File: config.mk
export PLATFORM = sky130hd
export DESIGN_NAME = pdp_divider
export DESIGN_NICKNAME = d
export VERILOG_FILES = /design/src/hdl/pinhole_depth_projection_unit_defines.svh /design/src/hdl/pdp_pkg.sv /design/src/hdl/pdp_divider.sv
export SDC_FILE = /design/constraint.sdc
export NUM_CORES = 2
export LEC_CHECK = 0
export ABC_AREA = 0
export ABC_CLOCK_PERIOD_IN_PS = 4100
export BUFFER_PORTS_ARGS = -buffer_cell sky130_fd_sc_hd__buf_2
export CORE_UTILIZATION = 55
export DETAILED_ROUTE_END_ITERATION = 8
export MAX_ROUTING_LAYER = met4
export PLACE_DENSITY = 0.79
export REMOVE_ABC_BUFFERS = 1
export SYNTH_ARGS = -nofsm -noshare
export SYNTH_HDL_FRONTEND = slang
export SYNTH_SLANG_ARGS = --single-unit
File: constraint.sdc
create_clock -name clk -period 4.1 [get_ports clk]
set_input_delay 0.82 -clock clk [delete_from_list [all_inputs] [get_ports clk]]
set_output_delay 0.82 -clock clk [all_outputs]
set_load 0.05 [all_outputs]
File: src/hdl/pinhole_depth_projection_unit_defines.svh
// Assertion macros shared by the pinhole projection RTL.
// Needs a clock named clk and an active-low reset named rst_n in scope.
`ifndef PINHOLE_DEPTH_PROJECTION_UNIT_DEFINES_SVH
`define PINHOLE_DEPTH_PROJECTION_UNIT_DEFINES_SVH

// same-cycle implication
`define PDP_ASSERT_IMP(label, ante, cons) \
    label: assert property (@(posedge clk) disable iff (!rst_n) (ante) |-> (cons)) \
        else $error("pdp assertion failed: same-cycle check");

// next-cycle implication
`define PDP_ASSERT_NXT(label, ante, cons) \
    label: assert property (@(posedge clk) disable iff (!rst_n) (ante) |=> (cons)) \
        else $error("pdp assertion failed: next-cycle check");

`endif

File: src/hdl/pdp_pkg.sv
// Shared constants for the pinhole depth projection unit.
// No dependencies; used by the interfaces, the divider and the top level.
package pdp_pkg;

    localparam int DEF_IMAGE_WIDTH  = 640;
    localparam int DEF_IMAGE_HEIGHT = 480;

    localparam int COORD_W    = 32;  // Q23.8 point coordinates
    localparam int FOCAL_W    = 24;  // Q16.8
    localparam int CENTER_W   = 18;  // Q10.8
    localparam int DEPTH_W    = 16;
    localparam int CFG_IDX_W  = 3;
    localparam int CFG_DATA_W = 24;
    // a*f + c*z + 128*z stays below 2^56 in magnitude
    localparam int NUM_W      = 58;

    // pixel fields of an output item; wider values are masked to these
    localparam int PIX_COL_W  = 10;
    localparam int PIX_ROW_W  = 9;
    localparam int PIX_IDX_W  = 19;

    localparam logic [FOCAL_W-1:0]  RST_FOCAL_X  = 24'd128000;
    localparam logic [FOCAL_W-1:0]  RST_FOCAL_Y  = 24'd128000;
    localparam logic [CENTER_W-1:0] RST_CENTER_X = 18'd81920;
    localparam logic [CENTER_W-1:0] RST_CENTER_Y = 18'd61440;

    localparam logic [CFG_IDX_W-1:0] REG_FOCAL_X  = 3'd0;
    localparam logic [CFG_IDX_W-1:0] REG_FOCAL_Y  = 3'd1;
    localparam logic [CFG_IDX_W-1:0] REG_CENTER_X = 3'd2;
    localparam logic [CFG_IDX_W-1:0] REG_CENTER_Y = 3'd3;

endpackage

File: src/hdl/pdp_divider.sv
// Pipelined restoring divider: floor(num / (256*z)) = round(n / (256*z)) for one axis.
// One range-check stage, then one quotient bit per stage. Uses pdp_pkg.
module pdp_divider import pdp_pkg::*; #(
    parameter int QB = 10
) (
    input  logic                    clk,
    input  logic [QB:0]             en,
    input  logic signed [NUM_W-1:0] num,   // n + 128*z
    input  logic                    neg,   // n < 0
    input  logic [COORD_W-1:0]      z,
    output logic [QB-1:0]           quot,
    output logic                    ovf
);

    logic [NUM_W-1:0]   rem_reg [0:QB];
    logic [COORD_W-1:0] z_reg   [0:QB-1];
    logic [QB-1:0]      q_reg   [0:QB];
    logic               ovf_reg [0:QB];

    logic [NUM_W-1:0] lim;
    logic             ovf_next;
    logic [NUM_W-1:0] rem_next;

    // Negative n: the quotient rounds to 0 only when |n| < 128*z, i.e. num > 0.
    always_comb
    begin
        lim = NUM_W'(z) << (8 + QB);
        if (neg)
        begin
            ovf_next = num[NUM_W-1] || (num == '0);
            rem_next = '0;
        end
        else
        begin
            ovf_next = (NUM_W'(num) >= lim);
            rem_next = NUM_W'(num);
        end
    end

    always_ff @(posedge clk)
    begin
        if (en[0])
        begin
            rem_reg[0] <= rem_next;
            z_reg[0]   <= z;
            q_reg[0]   <= '0;
            ovf_reg[0] <= ovf_next;
        end
    end

    for (genvar j = 1; j <= QB; j++)
    begin : g_step
        logic [NUM_W-1:0] dsh;
        logic [NUM_W:0]   trial;
        logic             bit_q;

        always_comb
        begin
            dsh   = NUM_W'(z_reg[j-1]) << (8 + QB - j);
            trial = {1'b0, rem_reg[j-1]} - {1'b0, dsh};
            bit_q = ~trial[NUM_W];
        end

        always_ff @(posedge clk)
        begin
            if (en[j])
            begin
                rem_reg[j] <= bit_q ? trial[NUM_W-1:0] : rem_reg[j-1];
                q_reg[j]   <= {q_reg[j-1][QB-2:0], bit_q};
                ovf_reg[j] <= ovf_reg[j-1];
            end
        end

        if (j < QB)
        begin : g_z
            always_ff @(posedge clk)
            begin
                if (en[j])
                begin
                    z_reg[j] <= z_reg[j-1];
                end
            end
        end
    end

    assign quot = q_reg[QB];
    assign ovf  = ovf_reg[QB];

endmodule

## Word level (Yosys, flattened, before mapping)

Memory sizes are Yosys's and may differ from the RTL's.
Cells that the tools add are included.

- Flip-flop bits (word level): 0
- Memory bits (writable): 1,079
- Bits of input ports: 103
- Output and inout bits: 11
- Memories: 4

- $add $sub $neg: 10
- $lt $le $gt $ge: 1
- Mux-type cells: 34
- Bitwise gates (word level): 10
- Reduce and logical (&&, ||, !) cells: 2

Memory list:

| memory | words | width | rd ports | clocked after memory_dff | write ports | line | RTL |
|---|---|---|---|---|---|---|---|
| rem_reg | 11 | 58 | 10 | 0 | 11 | pdp_divider.sv:15 | `logic [NUM_W-1:0] rem_reg [0:QB];` |
| z_reg | 10 | 32 | 10 | 0 | 10 | pdp_divider.sv:16 | `logic [COORD_W-1:0] z_reg [0:QB-1];` |
| q_reg | 11 | 10 | 11 | 0 | 11 | pdp_divider.sv:17 | `logic [QB-1:0] q_reg [0:QB];` |
| ovf_reg | 11 | 1 | 11 | 0 | 11 | pdp_divider.sv:18 | `logic ovf_reg [0:QB];` |

Operators with widths:

| operator | number |
|---|---|
| $mux W58 | 11 |
| $sub A58 B40 Y59 | 1 |
| $sub A58 B41 Y59 | 1 |
| $sub A58 B42 Y59 | 1 |
| $sub A58 B43 Y59 | 1 |
| $sub A58 B44 Y59 | 1 |
| $sub A58 B45 Y59 | 1 |
| $sub A58 B46 Y59 | 1 |
| $sub A58 B47 Y59 | 1 |
| $sub A58 B48 Y59 | 1 |
| $sub A58 B49 Y59 | 1 |
| $ge A58 B50 Y1 | 1 |
| $logic_not A58 Y1 | 1 |
| $mux W1 | 23 |
| $not A1 Y1 | 10 |
| $logic_or A1 B1 Y1 | 1 |

## Logic depth before layout (Yosys ltp)

- Depth in word-level cells: 3
- Mapped depth: 15
- Gate-level depth less buffers: 14

## Least setup slack after synthesis

Ideal clock, no wire load.

- Kind: register to register
- From: memory rem_reg[6][12]
- To: memory rem_reg[7][54], data pin
- Arrival: 3,026 ps
- Required time: 3,842 ps
- Slack: 816 ps
- Stages on the path, launching flop included: 14
- Buffers on the path: 2
- Clock period less this slack: 3,284 ps
- Cells stage by stage: edfxtp_1 ha_1 nor2b_1 o2111ai_1 a31oi_1 a2111oi_2 o31ai_1 a2111oi_0 or2_2 buf_2 inv_2 buf_4 nand4_1 xnor2_1

RTL lines:

| element | line |
|---|---|
| start: declaration | pdp_divider.sv:15 |

==> metrics <==
WL per Instance approximately 16 µm; Max Cap Violations 0; Num CTS Buffers 96; most frequent cells after synthesis 886 x edfxtp_1, 429 x inv_1, 424 x a21oi_1; Die Footprint about 94000 µm²; Layout Nets 5300; Mapped Cells 4713; Post-Route WL ~100000 µm; worst rel slew slack approximately two fifths; Setup Skew 0.0181 ns; Post-synth EDFFs 886; H-tree lvl count 3; vias after detailed routing around 35000; Avg Cell Area, Syn about 11 µm²; final hold vios 0; peak supply drop 369 µV; total gr overflow 0; Non-Filler Instances around 6100; CP Data Required Time 4.50 ns; CP Capture Type flip-flop; min Tclk post-route around 3.9 ns; cell breakdown of the critical path inv_1 > ha_1 > inv_1 > fa_1 > a21o_1 > a31oi_1 > nor4b_1 > a2111o_1 > a311oi_1 > o31ai_1 > a32oi_1 > and3_1 > nand2_1 > xnor2_1; router iterations before antenna repair 5; Unique masters post-synth a little over 90; Placer Congestion 0.995; Largest register FFs 500; most frequent cell after synthesis edfxtp_1; crit share post-route 94.5%; area leader, netlist edfxtp_1; CTS Hold Buffers Added 0; area grow syn2layout 10.4%; Post-CTS Setup Inserts 0; initial antenna violation count 0; peak per-stage delay on the critical path 0.51 ns; wire length of the first global-routing pass about 170000 µm; I/O pin total ~110; hold slack ~0.35 ns; Setup Total Neg Slack 0 ns; overall power 0.0360 W; Async SR Flop Fraction 0%; Crit Path Class flip-flop to flip-flop; number of port buffers ~110; Worst path most repeated cell inv_1; CP max stage cell a311oi_1; #FFs+latches synth about 890; fin util 61.3%; DP Wirelength approximately 77000 µm; outcome complete, no violations; # setup viols final 0; Clock Pin Slew Worst Setup and Hold Paths around 0.060 ns; gr usage total 22.1%; sequential share of the synthesized area 52.4%; Reg area around 27000 µm²; area occupied by multi-input gates 22000 µm²; Starting DRT DRC Count about 2000; vias in the first global route roughly 35000; Clock Sinks a little under 900; share of cells above drive strength 1 ~8%; worst skew pair latency around 0.66 ns; Worst Hold Class input pin to flip-flop; highest clock rate 258 MHz; Final Max Slew Viols 0; RSZ-0062 raised after global routing false; Main synth FF type edfxtp_1; Die H around 310 µm; most area-consuming cells after synthesis edfxtp_1 52%, ha_1 8.7%, a21oi_1 4.2%; # rows ~110; largest net degree at the start of global routing slightly above 90; Yosys warning count 0; Initial Utilization between 50% and 60%; Root Driver clkbuf_16; crit start category flip-flop; Leak roughly 23 nW; number of routed nets with antenna violations 0; die width 306 µm; Core Area 91500 µm²; vias per std cell 5.68; PD cells 643 nW/µm²; Worst-Margin Slew about 0.91 ns; Post-route DRC 0; CTS max path bufs 3; Inserted Diodes 0; post-synth top area share between 50% and 60%; CP max FO 3; Netlist Area Pre-Place a little over 50000 µm²; # fillers slightly above 7000; CTS tree built; placed insts between 5000 and 6000; Worst Path Arrival roughly 4.3 ns
[worst max-delay path: cells and delay by family (launching register included)]
kind / cells / cell delay (ns)
flops: 1 / 0.39
simple gates: 3 / 0.47
fa+ha+maj: 2 / 0.53
buf+inv: 2 / 0.13
xor+xnor: 1 / 0.14
compound gates: 6 / 1.96
[power breakdown]
part / internal [W] / switching (W) / total, W
clock network: 0.00525 / 0.00339 / 0.00864
registers: 0.0126 / 0.00113 / 0.0138
logic: 0.00587 / 0.00774 / 0.0136
[final timing paths]
check                   end  cells past startpoint           start  slack [ns]
max          rem_reg[2][56]                     14  rem_reg[1][16]        0.23
min            z_reg[0][28]                      1           z[28]        0.35
max reg2reg  rem_reg[2][56]                     14  rem_reg[1][16]        0.23
min reg2reg   rem_reg[2][9]                      0   rem_reg[1][9]        0.41
[logic make-up after synthesis]
logic type | count (synthesis) | share of synthesized area [%]
multiplexers | 42 | 0.932
flip-flops | 886 | 52.4
XOR/XNOR | 362 | 6.25
adder cells (fa/ha/maj) | 360 | 9.01
buffers and inverters | 581 | 4.34
AND/OR/NAND/NOR | 1247 | 11.9
AO/OA/AOI/OAI | 1235 | 15.1
[cells in the final DEF, fill, tap and decap left out, types with 40 or more instances in the layout]
cell type,instances
edfxtp_1,886
inv_1,429
a21oi_1,423
ha_1,351
nand2_1,337
nor2_1,335
o21ai_0,245
xnor2_1,193
a21o_1,181
xor2_1,169
buf_2,103
clkbuf_16,98
nor2b_1,88
nand4_1,81
nor3_1,79
nand3_1,65
nor4_1,62
buf_4,60
o21ai_1,52
nand2b_1,51
o21a_1,45
o21bai_1,42
a31oi_1,40
[metal layers]
layer / track usage (%) / part of all wire [%] / up-vias
met1: 25.3 / 42 / 16023
met3: 2.36 / 3.5 / 257
li1: - / - / 17469
met2: 39.2 / 50 / 867
met4: 9.28 / 3.9 / 0
met5: - / 0 / -
[metrics by stage]
stage	setup slack [ns]	instance area (µm²)
after floorplan	-1.04	50200
after global placement	0.256	52900
after detailed placement	0.182	52900
after CTS	0.141	56100
after global routing	0.0296	56100
final	0.226	56100
[cell type report]
type	count	share of cell area, %
inverter	434	2.91
clock inverter	53	1.16
multi-input combinational	3246	39.2
clock buffer	119	4.51
tap	1186	2.65
timing repair buffer	173	2.08
sequential	886	47.5
[repair_timing]
action	4_1_cts	5_1_grt
endpoints found under the setup margin	0	4
hold endpoints to repair	0	0
resized for setup	0	2
(Power assumes the default switching activity.)
